[src/hw/rtl/pqnce_pkg.sv]
`timescale 1ns / 1ps

package pqnce_pkg;

  localparam int SUBSPACES  = 8;
  localparam int CODEWORDS  = 16;
  localparam int SUB_DIM    = 8;
  localparam int ELEMS      = 8;
  localparam int ZERO_POINT = 128;

  localparam int DEPTH   = SUBSPACES * CODEWORDS;
  localparam int ADDR_W  = $clog2(DEPTH);
  localparam int CNT_W   = $clog2(CODEWORDS);
  localparam int SUB_W   = 3;
  localparam int IDX_W   = 4;
  localparam int ELEM_W  = 8;
  localparam int NORM_W  = 18;
  localparam int PROD_W  = 2 * ELEM_W;
  localparam int DOT_W   = PROD_W + $clog2(ELEMS);
  localparam int SCORE_W = 20;
  localparam int WORD_W  = 32;

  localparam logic KIND_LOAD  = 1'b0;
  localparam logic KIND_QUERY = 1'b1;

  typedef logic [ELEMS-1:0][ELEM_W-1:0] vec_t;

  typedef struct packed {
    vec_t              code;
    logic [NORM_W-1:0] norm;
  } entry_t;

  typedef enum logic [1:0] {
    ST_IDLE,
    ST_LOAD,
    ST_QUERY,
    ST_DRAIN
  } state_t;

  typedef struct packed {
    logic             busy;
    logic             ld_go;
    logic             rd_go;
    logic [CNT_W-1:0] rd_k;
    logic             finish;
  } ctl_t;

endpackage

[src/hw/rtl/pqnce_mac.sv]
`timescale 1ns / 1ps

module pqnce_mac (
  input  logic                          clk,
  input  logic                          rst_n,
  input  logic                          in_v,
  input  pqnce_pkg::vec_t               a,
  input  pqnce_pkg::vec_t               b,
  input  logic [pqnce_pkg::NORM_W-1:0]  aux,
  output logic                          busy,
  output logic                          sum_v,
  output logic signed [pqnce_pkg::DOT_W-1:0] dot,
  output logic [pqnce_pkg::NORM_W-1:0]  sum_aux
);
  import pqnce_pkg::*;

  logic signed [PROD_W-1:0] prod_r   [ELEMS];
  logic signed [PROD_W-1:0] prod_nxt [ELEMS];
  logic [NORM_W-1:0]        aux_p_r;
  logic                     prod_v_r;
  logic signed [DOT_W-1:0]  dot_r;
  logic signed [DOT_W-1:0]  dot_nxt;
  logic [NORM_W-1:0]        aux_s_r;
  logic                     sum_v_r;

  for (genvar d = 0; d < ELEMS; d++) begin : g_mul
    if (d < SUB_DIM) begin : g_on
      assign prod_nxt[d] = $signed(a[d]) * $signed(b[d]);
    end else begin : g_off
      assign prod_nxt[d] = '0;
    end
  end

  always_comb begin
    dot_nxt = '0;
    for (int d = 0; d < ELEMS; d++) begin
      dot_nxt = dot_nxt + DOT_W'(prod_r[d]);
    end
  end

  always_ff @(posedge clk) begin
    if (in_v) begin
      prod_r  <= prod_nxt;
      aux_p_r <= aux;
    end
    if (prod_v_r) begin
      dot_r   <= dot_nxt;
      aux_s_r <= aux_p_r;
    end
  end

  always_ff @(posedge clk) begin
    if (!rst_n) begin
      prod_v_r <= 1'b0;
      sum_v_r  <= 1'b0;
    end else begin
      prod_v_r <= in_v;
      sum_v_r  <= prod_v_r;
    end
  end

  assign busy    = prod_v_r | sum_v_r;
  assign sum_v   = sum_v_r;
  assign dot     = dot_r;
  assign sum_aux = aux_s_r;

endmodule

[config.mk]
export PLATFORM = sky130hd
export DESIGN_NAME = pqnce_mac
export DESIGN_NICKNAME = d
export VERILOG_FILES = /design/src/hw/rtl/pqnce_pkg.sv /design/src/hw/rtl/pqnce_mac.sv
export SDC_FILE = /design/constraint.sdc
export NUM_CORES = 2
export LEC_CHECK = 0
export ABC_AREA = 1
export BUFFER_PORTS_ARGS = -buffer_cell sky130_fd_sc_hd__buf_2
export CAP_MARGIN = 20
export CORE_MARGIN = 2
export CORE_UTILIZATION = 54
export DETAILED_ROUTE_END_ITERATION = 10
export GPL_TIMING_DRIVEN = 0
export PLACE_DENSITY = 0.72
export SYNTH_ARGS = -nofsm -noshare
export SYNTH_HDL_FRONTEND = slang
export SYNTH_SLANG_ARGS = --single-unit
export TNS_END_PERCENT = 1
[constraint.sdc]
create_clock -name clk -period 5.21 [get_ports clk]
set_input_delay 0.2605 -clock clk [delete_from_list [all_inputs] [get_ports clk]]
set_output_delay 0.2605 -clock clk [all_outputs]
set_load 0.02 [all_outputs]
==> results.ini <==
[outcome]
outcome = finished, final reports clean

[synthesis]
syn_avg_cell_area_um2 = 8.27
ys_warn_count = 0
ys_seq_elements = 185
synth_nets = 4682
syn_area_um2 = 30900
ys_types = 36
syn_inst = 3743
seq_area_frac_synth_pct = 17.9

[hold_path]
hold_depth = 1
hold_end = aux_p_r[5]
hp-start = aux[5]
hold_class = input port to flip-flop

[global_route]
grt_max_degree = 86
grt_remaining_overflow = 0
grt_usage_pct = 22.4
grt_pass1_wl_um = 108000
antenna_found_initial = 2
first_global_vias = 22700

[cts]
numCtsBuffers = 17
h-tree-depth = 4
postCtsSetupRepairBufs = 0
cts_buffer_depth = 2
cts_sinks = 185
clock_latency_ps = 450
cts.clk_slew.worst_paths_ps = 70
cts_tree = done
cts-root-buf = clkbuf_16

[die]
die_area_um2 = 59200
dieHeight_um = 243
die_w_um = 243
initial_core_util_pct = 54.8
core_um2 = 56500
pin_count = 188
std_cell_rows = 87

[drt]
top_layer = met4
wl_per_cell_um = 13.4
routed-wl-met2_um = 31200
drtAntennaViolNets = 0
drc_errors = 0
wl_met1_um = 27800
num_vias = 21700
wl_um = 61700
viasPerCell = 4.69
wl_met3_um = 1990
drt_iter0_drc = 981
firstDrtPassIters = 5

[critical_path]
rr_startpoint = prod_r[65]
critical_path.top_delay_family = adder cells
reg2reg_slack_ps = 1060
worst-path-buf-inv = 5
cp_data_arrival_time_ps = 4360
slowest_stage = fa_1
reg2reg_to = dot[18]
crit_chain = inv_1 -> fa_1 -> fa_1 -> inv_1 -> fa_1 -> inv_1 -> fa_1 -> inv_1 -> ha_1 -> inv_1 -> fa_1 -> o21ai_2 -> nand2_1 -> nand2_2 -> nand2_1 -> nand3_1 -> nand2_1
critical_path.max_fanout = 4
required_ps = 5420
r2r_cells = 17
worst_setup_path_end_kind = flip-flop
startpoint_type = flip-flop
critPathKind = flip-flop to flip-flop
worst_path_largest_cell_delay_ps = 530

[flow_run]
maxCapViolations = 0

[layout]
layout-drive-gt1-share_pct = 3.96
nNetsFinal = 4788
syn_to_final_growth_pct = 6.67

[sta]
drv_slew = 0
clock_skew_ps = 9.12
setup_viol = 0
tns_ps = 0
worst_pin_slew_ps = 846
fmax_mhz = 241
slew_headroom_pct = 43.6
rsz0062_at_grt = false
post-route-period-util_pct = 79.7
fin_crit_ps = 4150
finalHoldViolCount = 0

[place]
gp_congestion = 0.887
dp_hpwl_um = 53500
portBuffers = 67

-- cell families after synthesis --
group	count (synthesis)	synth area share (%)
compound gates	134	2.62
buf+inv	1445	17.5
xor+xnor	100	2.83
flops	185	17.9
fa+ha+maj	790	45.0
simple gates	1089	14.1
-- per-stage QoR --
step	instances	worst slack, ps	utilization (%)	hold WS (ps)	area, um2
final	4620	1060	58.4	31.1	33000
after global routing	4620	778	58.4	18.5	33000
after CTS	4618	1030	58.4	11.9	33000
after detailed placement	4568	650	57.1	405	32300
after global placement	4566	673	57.1	400	32200
after floorplan	3743	1140	-	354	30900
-- cells in the mapped netlist --
master / count / share of area [%]
fa_1: 539 / 35
a21oi_1: 60 / 0.97
nor2_2: 3 / 0.061
clkinv_1: 1 / 0.012
nand4_1: 12 / 0.24
inv_2: 2 / 0.024
ha_1: 251 / 10
nand2_2: 11 / 0.22
xor2_1: 57 / 1.6
and2_1: 1 / 0.020
and3_1: 1 / 0.020
o21a_1: 4 / 0.097
inv_1: 1322 / 16
dfxtp_1: 2 / 0.13
xnor2_1: 43 / 1.2
o21ai_0: 17 / 0.27
nor3_2: 1 / 0.032
a31oi_1: 3 / 0.061
a21oi_4: 1 / 0.053
nand2_1: 821 / 10
nand3_1: 85 / 1.4
a21o_1: 13 / 0.32
nor2_4: 2 / 0.073
and2_4: 1 / 0.028
o21ai_4: 1 / 0.053
or2_2: 17 / 0.34
o21ai_1: 12 / 0.19
o21ai_2: 8 / 0.23
nand3b_1: 4 / 0.097
a21oi_2: 3 / 0.085
edfxtp_1: 183 / 18
nor3_1: 5 / 0.081
o21bai_1: 12 / 0.29
nor2_1: 122 / 1.5
clkbuf_1: 120 / 1.5
nand3_2: 3 / 0.097
-- registers in the layout (all words and copies together), names as in the netlist --
register,flops
sum_aux,18
sum_v,1
prod_r,128
aux_p_r,18
prod_v_r,1
dot,19
-- cells in the final DEF (no fill, tap or decap), types with 5 or more instances in the layout --
cell / synthesis / layout
o21ai_2: 8 / 8
dlygate4sd3_1: 0 / 18
clkbuf_1: 120 / 121
nand4_1: 12 / 12
a21o_1: 13 / 13
or2_2: 17 / 17
nand2_2: 11 / 11
nor3_1: 5 / 5
xnor2_1: 43 / 43
fa_1: 539 / 539
nand2_1: 821 / 821
inv_6: 0 / 5
edfxtp_1: 183 / 183
xor2_1: 57 / 57
nand3_1: 85 / 85
ha_1: 251 / 251
clkbuf_16: 0 / 17
o21ai_0: 17 / 17
inv_1: 1322 / 1322
a21oi_1: 60 / 60
buf_2: 0 / 66
nor2_1: 122 / 122
o21bai_1: 12 / 12
o21ai_1: 12 / 12
-- worst max-delay path by stage --
stage,from,endpoint,depth (start not counted),slack (ps)
after floorplan,a[15],prod_r[111],17,1140
after global placement,b[10],prod_r[111],17,670
after detailed placement,b[10],prod_r[111],17,650
after CTS,prod_r[65],dot[16],17,1030
after global routing,b[58],prod_r[15],15,780
final,prod_r[65],dot[18],17,1060
-- area by class of cell --
cell class                      instances  area [um2]
Clock inverter                         14         114
Buffer                                120         450
Multi-Input combinational cell       2113       20000
Antenna cell                            2        5.00
Tap cell                              756         946
Inverter                             1325        4970
Clock buffer                           18         429
Sequential cell                       185        5540
Timing Repair Buffer                   87         569
Fill cell                            5110       23500
-- metal layers --
metal | global-route usage, % | vias up
li1 | - | 10700
met1 | 30.1 | 10600
met2 | 39.7 | 325
met3 | 1.94 | 46
met4 | 4.33 | 0
met5 | 0 | -
-- what timing repair did --
item                      CTS  global route
hold buffers               18             0
gates resized for setup     0             0
hold endpoints to repair   18             0
Power is left out: the tool's default activity adds up to more than one toggle a clock period on the data nets, which glitch-free logic cannot reach.
