**config.mk**
```make
export PLATFORM = sky130hd
export DESIGN_NAME = pqnce_ctrl
export DESIGN_NICKNAME = d
export VERILOG_FILES = /design/src/hw/rtl/pqnce_pkg.sv /design/src/hw/rtl/pqnce_ctrl.sv
export SDC_FILE = /design/constraint.sdc
export NUM_CORES = 1
export LEC_CHECK = 0
export ABC_CLOCK_PERIOD_IN_PS = 1300
export BUFFER_PORTS_ARGS = -buffer_cell sky130_fd_sc_hd__buf_2
export CORE_AREA = 4 4 41 43
export CTS_BUF_LIST = sky130_fd_sc_hd__clkbuf_16
export DETAILED_ROUTE_END_ITERATION = 10
export DIE_AREA = 0 0 45 47
export PLACE_DENSITY = 0.61
export SKIP_LAST_GASP = 1
export SYNTH_ARGS = -nofsm -noshare
export SYNTH_HDL_FRONTEND = slang
export SYNTH_SLANG_ARGS = --single-unit
```
**constraint.sdc**
```tcl
create_clock -name clk -period 1.3 [get_ports clk]
set_input_delay 0.325 -clock clk [delete_from_list [all_inputs] [get_ports clk]]
set_output_delay 0.325 -clock clk [all_outputs]
set_load 0.02 [all_outputs]
```
**src/hw/rtl/pqnce_pkg.sv**
```systemverilog
`timescale 1ns / 1ps

package pqnce_pkg;

  localparam int SUBSPACES  = 8;
  localparam int CODEWORDS  = 16;
  localparam int SUB_DIM    = 8;
  localparam int ELEMS      = 8;
  localparam int ZERO_POINT = 128;

  localparam int DEPTH   = SUBSPACES * CODEWORDS;
  localparam int ADDR_W  = $clog2(DEPTH);
  localparam int CNT_W   = $clog2(CODEWORDS);
  localparam int SUB_W   = 3;
  localparam int IDX_W   = 4;
  localparam int ELEM_W  = 8;
  localparam int NORM_W  = 18;
  localparam int PROD_W  = 2 * ELEM_W;
  localparam int DOT_W   = PROD_W + $clog2(ELEMS);
  localparam int SCORE_W = 20;
  localparam int WORD_W  = 32;

  localparam logic KIND_LOAD  = 1'b0;
  localparam logic KIND_QUERY = 1'b1;

  typedef logic [ELEMS-1:0][ELEM_W-1:0] vec_t;

  typedef struct packed {
    vec_t              code;
    logic [NORM_W-1:0] norm;
  } entry_t;

  typedef enum logic [1:0] {
    ST_IDLE,
    ST_LOAD,
    ST_QUERY,
    ST_DRAIN
  } state_t;

  typedef struct packed {
    logic             busy;
    logic             ld_go;
    logic             rd_go;
    logic [CNT_W-1:0] rd_k;
    logic             finish;
  } ctl_t;

endpackage

```
**src/hw/rtl/pqnce_ctrl.sv**
```systemverilog
`timescale 1ns / 1ps

module pqnce_ctrl (
  input  logic                        clk,
  input  logic                        rst_n,
  input  logic                        start,
  input  logic                        kind,
  input  logic [pqnce_pkg::SUB_W-1:0] sub_index,
  input  logic [pqnce_pkg::IDX_W-1:0] code_index,
  input  logic                        pipe_busy,
  output pqnce_pkg::ctl_t             ctl
);
  import pqnce_pkg::*;

  state_t           state_r;
  state_t           state_nxt;
  logic [CNT_W-1:0] k_r;
  logic [CNT_W-1:0] k_nxt;
  logic             accept;
  logic             sub_ok;
  logic             code_ok;

  assign accept  = start && (state_r == ST_IDLE);
  assign sub_ok  = 32'(sub_index) < SUBSPACES;
  assign code_ok = 32'(code_index) < CODEWORDS;

  always_comb begin
    state_nxt = state_r;
    unique case (state_r)
      ST_IDLE: begin
        if (accept && sub_ok) begin
          if (kind == KIND_QUERY) begin
            state_nxt = ST_QUERY;
          end else if (code_ok) begin
            state_nxt = ST_LOAD;
          end
        end
      end
      ST_LOAD: begin
        state_nxt = ST_DRAIN;
      end
      ST_QUERY: begin
        if (k_r == CNT_W'(CODEWORDS - 1)) begin
          state_nxt = ST_DRAIN;
        end
      end
      ST_DRAIN: begin
        if (!pipe_busy) begin
          state_nxt = ST_IDLE;
        end
      end
      default: state_nxt = ST_IDLE;
    endcase
  end

  always_comb begin
    k_nxt = k_r;
    if (accept) begin
      k_nxt = '0;
    end else if (state_r == ST_QUERY) begin
      k_nxt = k_r + 1'b1;
    end
  end

  always_comb begin
    ctl        = '0;
    ctl.rd_k   = k_r;
    unique case (state_r)
      ST_IDLE: begin
        ctl.busy = 1'b0;
      end
      ST_LOAD: begin
        ctl.busy  = 1'b1;
        ctl.ld_go = 1'b1;
      end
      ST_QUERY: begin
        ctl.busy  = 1'b1;
        ctl.rd_go = 1'b1;
      end
      ST_DRAIN: begin
        ctl.busy   = 1'b1;
        ctl.finish = !pipe_busy;
      end
      default: ctl.busy = 1'b1;
    endcase
  end

  always_ff @(posedge clk) begin
    if (!rst_n) begin
      state_r <= ST_IDLE;
      k_r     <= '0;
    end else begin
      state_r <= state_nxt;
      k_r     <= k_nxt;
    end
  end

endmodule

```
==> results of run 1 <==
final cells by class:
type,instances,area [um^2],share of cell area
multi-input cells,29,259.0,0.4035
repair buffers,19,141.4,0.2203
flip-flops and latches,6,130.1,0.2027
clock buffers,3,75.07,0.1170
well taps,15,18.77,0.02924
inverters,4,17.52,0.02729
path summary, 6_finish.rpt:
kind | from | endpoint | slack, ns | cells past startpoint
worst max register to register | state_r[1]$_SDFFE_PN0P_ | state_r[1]$_SDFFE_PN0P_ | -0.01 | 5
worst max-delay path | state_r[1]$_SDFFE_PN0P_ | ctl[5] | -0.09 | 4
worst min-delay path | rst_n | state_r[0]$_SDFFE_PN0P_ | 0.38 | 3
worst min register to register | state_r[1]$_SDFFE_PN0P_ | state_r[1]$_SDFFE_PN0P_ | 0.50 | 2
timing repair:
| action | 4_1_cts | 5_1_grt |
|---|---|---|
| setup endpoints to repair | 6 | 7 |
| pin swaps | 1 | 0 |
| buffers inserted | 1 | 0 |
| resized for setup | 13 | 2 |
layer usage:
layer / up-vias / part of all wire
li1: 174 / -
met1: 147 / 0.45
met2: 9 / 0.47
met3: 0 / 0.075
met4: 0 / 0
met5: - / 0
cells in the mapped netlist, drive strengths merged:
library cell	instances	area, um^2
nand2	7	26.28
dfxtp	6	120.1
ha	6	75.07
inv	4	15.01
nor2	4	15.01
mux2i	3	30.03
xor2	2	17.52
a222oi	1	10.01
mux2	1	11.26
nand3	1	5.000
nand4	1	6.260
nor2b	1	6.260
o211ai	1	7.510
xnor2	1	8.760
power by group:
group          internal, W  switching, W  total, W
logic             0.000311      0.000252  0.000562
registers         0.000228     0.0000348  0.000262
clock network     0.000395      0.000103  0.000498
state kept, by name, indices dropped and copies added, names as in the netlist:
name and cells:
state_r 2, k_r 4
cells by family (layout without fill, tap and decap cells):
family          after synthesis  in the layout  share of synthesized area
fa+ha+maj                     6              6                     0.2120
mux                           4              4                     0.1166
compound gates                2              2                    0.04948
buf+inv                       4             26                    0.04239
flops                         6              6                     0.3392
simple gates                 14             14                     0.1661
xor+xnor                      3              3                    0.07422
critical path, stage by stage (launching register included):
cell and delay (ns):
dfxtp_4 0.35, buf_6 0.12, ha_4 0.15, buf_6 0.11
buf_6 0.12
stage by stage:
stage | setup WS (ns) | hold WS (ns) | power, W | std cells
after floorplan | -0.01029 | 0.4596 | 0.0005578 | 39
after global placement | -0.001564 | 0.4777 | 0.0007243 | 72
after detailed placement | -0.01672 | 0.4820 | 0.0007320 | 72
after CTS | -0.09985 | 0.3825 | 0.001349 | 76
after global routing | -0.1119 | 0.4060 | 0.001405 | 76
final | -0.09279 | 0.3840 | 0.001322 | 76
==> impl_metrics.yaml, run 1 <==
timing:
  clock.fmax_mhz: 718.0
  setup_violations: 5
  min_period_ns: 1.393
  finalWorstSetupSlack_ns: -0.09279
  slew_violations: 0
  setup_tns_ns: -0.2203
  maxSlewHeadroom: 0.8228
  finalHoldViolations: 0
  finalClockSkew_ns: 0.003808
  period_share: 1.071
  rsz0062_at_grt: "yes"
  worstMarginPinSlew_ns: 0.2659
power:
  p_per_area_nw_per_um2: 2060
  p_leak_nw: 0.3054
  peakVddDrop_v: 0.0007894
clocking:
  clockRootBuffer: "clkbuf_16"
  h-tree-depth: 1
  cts-root-to-sink-buffers: 2
  cts_tree: "done"
  worstSkewPairLatency_ns: 0.23
  ctsHoldBuffers: 0
  cts_made_buffers: 3
  cts_sinks: 6
  path_clk_slew_ns: 0.03
grt:
  grt_usage: 0.08940
  grtUsageMet3: 0.04981
  grt_pass1_vias: 299
  met2_usage: 0.1158
  grt_pass1_wl_um: 1248
  grt_max_degree: 6
  grt_util_met1: 0.1005
  antenna_found_initial: 0
  busiest_layer: "met2"
  grt.overflow.total: 0
min_path:
  hp-class: "in2reg"
drt:
  drc: 0
  routed_wl_um: 798
  drt-vias-per-instance: 4.342
  vias: 330
  drt_iter0_markers: 5
  wl_per_cell_um: 10.50
  ant_nets: 0
  dr.pass1.iters: 6
yosys:
  synth_warnings: 0
  syn_nets: 57
  ys_seq_area_frac: 0.3392
  syn_inst: 39
  synthesis.area_um2: 354.1
  syn_area_per_cell_um2: 9.079
  synth.distinct_cells: 14
  ys_ff_latch: 6
finish:
  final_area_um2: 641.9
  drive_gt1_frac: 0.5410
  synthToLayoutAreaGrowth_pct: 81.27
  post-route-util: 0.4933
  fillCellCount: 131
  final_common_cell: "buf_2"
  diodes: 0
  nets: 81
  final_cell_mix: "buf_2, nand2_1, buf_4"
status:
  violations: "setup timing"
  outcome: "finished, violations left"
floorplanning:
  core_area_um2: 1301
  die_y_um: 47
  ios: 20
  start_util: 0.2721
  dieArea_um2: 2115
  die_x_um: 45
  rows: 13
critical_path:
  cp_max_fo: 4
  crit_path_start_kind: "flip-flop"
  cp-end-kind: "output pin"
  critPathArrivalTime_ns: 1.07
  path_class: "reg2out"
  required_ns: 0.98
place:
  place_area_um2: 508.0
  gp_congestion: 0.7305
  dp_hpwl_um: 599
  portBuffers: 12
job:
  drv_cap: 0
Note: power is estimated with default switching activity, not from simulation.
==> inputs of run 2 (changes only) <==
ABC_AREA = 1   (was not set)
PLACE_DENSITY = 0.64   (was 0.61)
==> impl_metrics.yaml, run 2 <==
yosys:
  syn_area_per_cell_um2: 7.075
  ys_seq_area_frac: 0.3087
  synth_top_cells_by_count: "inv_1, nand2_1, nor2_1"
  synth_edf_count: 0
  synth.top_cells.by_area: "dfxtp_1, ha_1, inv_1"
  ys_async_sr_fraction: 0
  synthesis.area_um2: 389.1
  synth-main-ff-cell: "dfxtp_1"
  synth_warnings: 0
  yosys.area.top_type_share: 0.3087
  yosysTopAreaCell: "dfxtp_1"
  synth.distinct_cells: 13
  syn_nets: 73
  syn_inst: 55
  ys_ff_latch: 6
place:
  dp_hpwl_um: 627.7
  portBuffers: 12
  gp_congestion: 0.6720
  pre_cts_ws_ns: -0.002033
finish:
  drive_gt1_frac: 0.4028
  top_regs: "k_r (4), state_r (2)"
  fillCellCount: 121
  final_cell_mix: "nand2_1, nor2_1, buf_2"
  synthToLayoutAreaGrowth_pct: 63.67
  largest_reg_flops: 4
  top_register: "k_r"
  nets: 92
  layout.area.seq_um2: 127.6
  final_common_cell: "nand2_1"
  multiInputGateArea_um2: 269.0
  diodes: 0
power:
  power_frac_clock: 0.317
  switchingPower_w: 0.0005741
  peakVddDrop_v: 0.001353
  power_frac_seq: 0.204
  p_per_area_nw_per_um2: 2455
  swShare: 0.3672
  intPower_w: 0.0009894
  p_leak_nw: 0.3221
  p_comb_frac: 0.479
clocking:
  clockRootBuffer: "clkbuf_16"
  path_clk_slew_ns: 0.03
  worstSkewPairLatency_ns: 0.23
  cts_tree: "done"
  cts-root-to-sink-buffers: 2
  ctsHoldBuffers: 0
  h-tree-depth: 1
  cts_sinks: 6
  cts_made_buffers: 3
timing:
  maxSlewHeadroom: 0.9094
  setup_violations: 3
  slew_violations: 0
  period_share: 1.024
  clock.fmax_mhz: 751.4
  worstMarginPinSlew_ns: 0.1321
  min_period_ns: 1.331
  rsz0062_at_grt: "yes"
  finalHoldViolations: 0
  finalWorstSetupSlack_ns: -0.03090
  finalClockSkew_ns: 0.003055
  whs_ns: 0.3445
drt:
  ant_nets: 0
  drt-vias-per-instance: 4.333
  drt_iter0_markers: 6
  drc: 0
  wl_per_cell_um: 10.09
  routed_wl_um: 878
  dr.pass1.iters: 4
  vias: 377
grt:
  grt_pass1_wl_um: 1428
  antenna_found_initial: 0
  grt_pass1_vias: 368
  grt.overflow.total: 0
  grt_max_degree: 8
  grt_usage: 0.09897
critical_path:
  cp-end-kind: "output pin"
  cp_max_fo: 4
  path_class: "reg2out"
  required_ns: 0.98
  setup.worst_path.start: "state_r[1]$_SDFFE_PN0P_"
  critPathArrivalTime_ns: 1.01
  crit_path_start_kind: "flip-flop"
  r2r_start: "state_r[0]$_SDFFE_PN0P_"
job:
  drv_cap: 0
status:
  violations: "setup timing"
  outcome: "finished, violations left"
min_path:
  hp-class: "in2reg"
  hp-start: "rst_n"
floorplanning:
  die_y_um: 47
  core_area_um2: 1301
  rows: 13
  dieArea_um2: 2115
  die_x_um: 45
  ios: 20
  start_util: 0.2990
-- run 2: critical path, stage by stage (launching register included) --
cell and delay, ns:
dfxtp_4 0.39, inv_4 0.06, ha_4 0.17, inv_2 0.06, buf_6 0.11
-- run 2: layer usage --
metal / up-vias / share of wire / routed length [um] / track usage
met3: 2 / 0.050 / 44 / 0.03448
met1: 162 / 0.38 / 338 / 0.08467
met5: - / 0 / 0 / 0
met4: 0 / 0.023 / 20 / 0.07018
met2: 8 / 0.54 / 475 / 0.1893
li1: 205 / - / - / -
-- run 2: cell families after synthesis --
| logic type | share of synthesized area |
|---|---|
| flip-flops | 0.3087 |
| adder cells (fa/ha/maj) | 0.1929 |
| buffers and inverters | 0.1093 |
| AO/OA/AOI/OAI | 0.03857 |
| XOR/XNOR | 0.04502 |
| AND/OR/NAND/NOR | 0.2798 |
| multiplexers | 0.02572 |
-- run 2: power by group through the flow --
stage | Combinational, W | Clock [W] | Sequential (W)
global placement | 0.000570 | 0 | 0.000268
detailed placement | 0.000576 | 0 | 0.000271
CTS | 0.000727 | 0.000504 | 0.000318
floorplan | 0.000427 | 0 | 0.000274
finish | 0.000749 | 0.000495 | 0.000319
global route | 0.000830 | 0.000519 | 0.000328
-- run 2: timing repair --
item,4_1_cts,5_1_grt
pin swaps,0,1
resized for setup,23,2
setup endpoints to repair,5,6
buffers inserted,0,1
cloned,0,0
-- run 2: through the flow --
stage	util	power (W)	std cells	area (um^2)	setup TNS (ns)
finish	0.4894	0.001563	87	636.9	-0.05904
global route	0.4894	0.001677	87	636.9	-0.1684
CTS	0.4798	0.001549	86	624.3	-0.05265
detailed placement	0.3673	0.0008466	83	478.0	-0.002033
global placement	0.3673	0.0008384	83	478.0	0
floorplan	-	0.0007005	55	389.1	0
-- run 2: worst paths after layout --
check                             to  slack [ns]  cells past startpoint
max reg2reg  state_r[1]$_SDFFE_PN0P_        0.10                      8
max                           ctl[7]       -0.03                      4
min reg2reg      k_r[3]$_SDFFE_PP0N_        0.54                      2
min          state_r[1]$_SDFFE_PN0P_        0.34                      3
-- run 2: cell type report --
type,instances,area share
multi-input combinational,38,0.4224
sequential,6,0.2004
timing repair buffer,15,0.1631
clock buffer,3,0.1179
inverter,10,0.06680
tap,15,0.02947
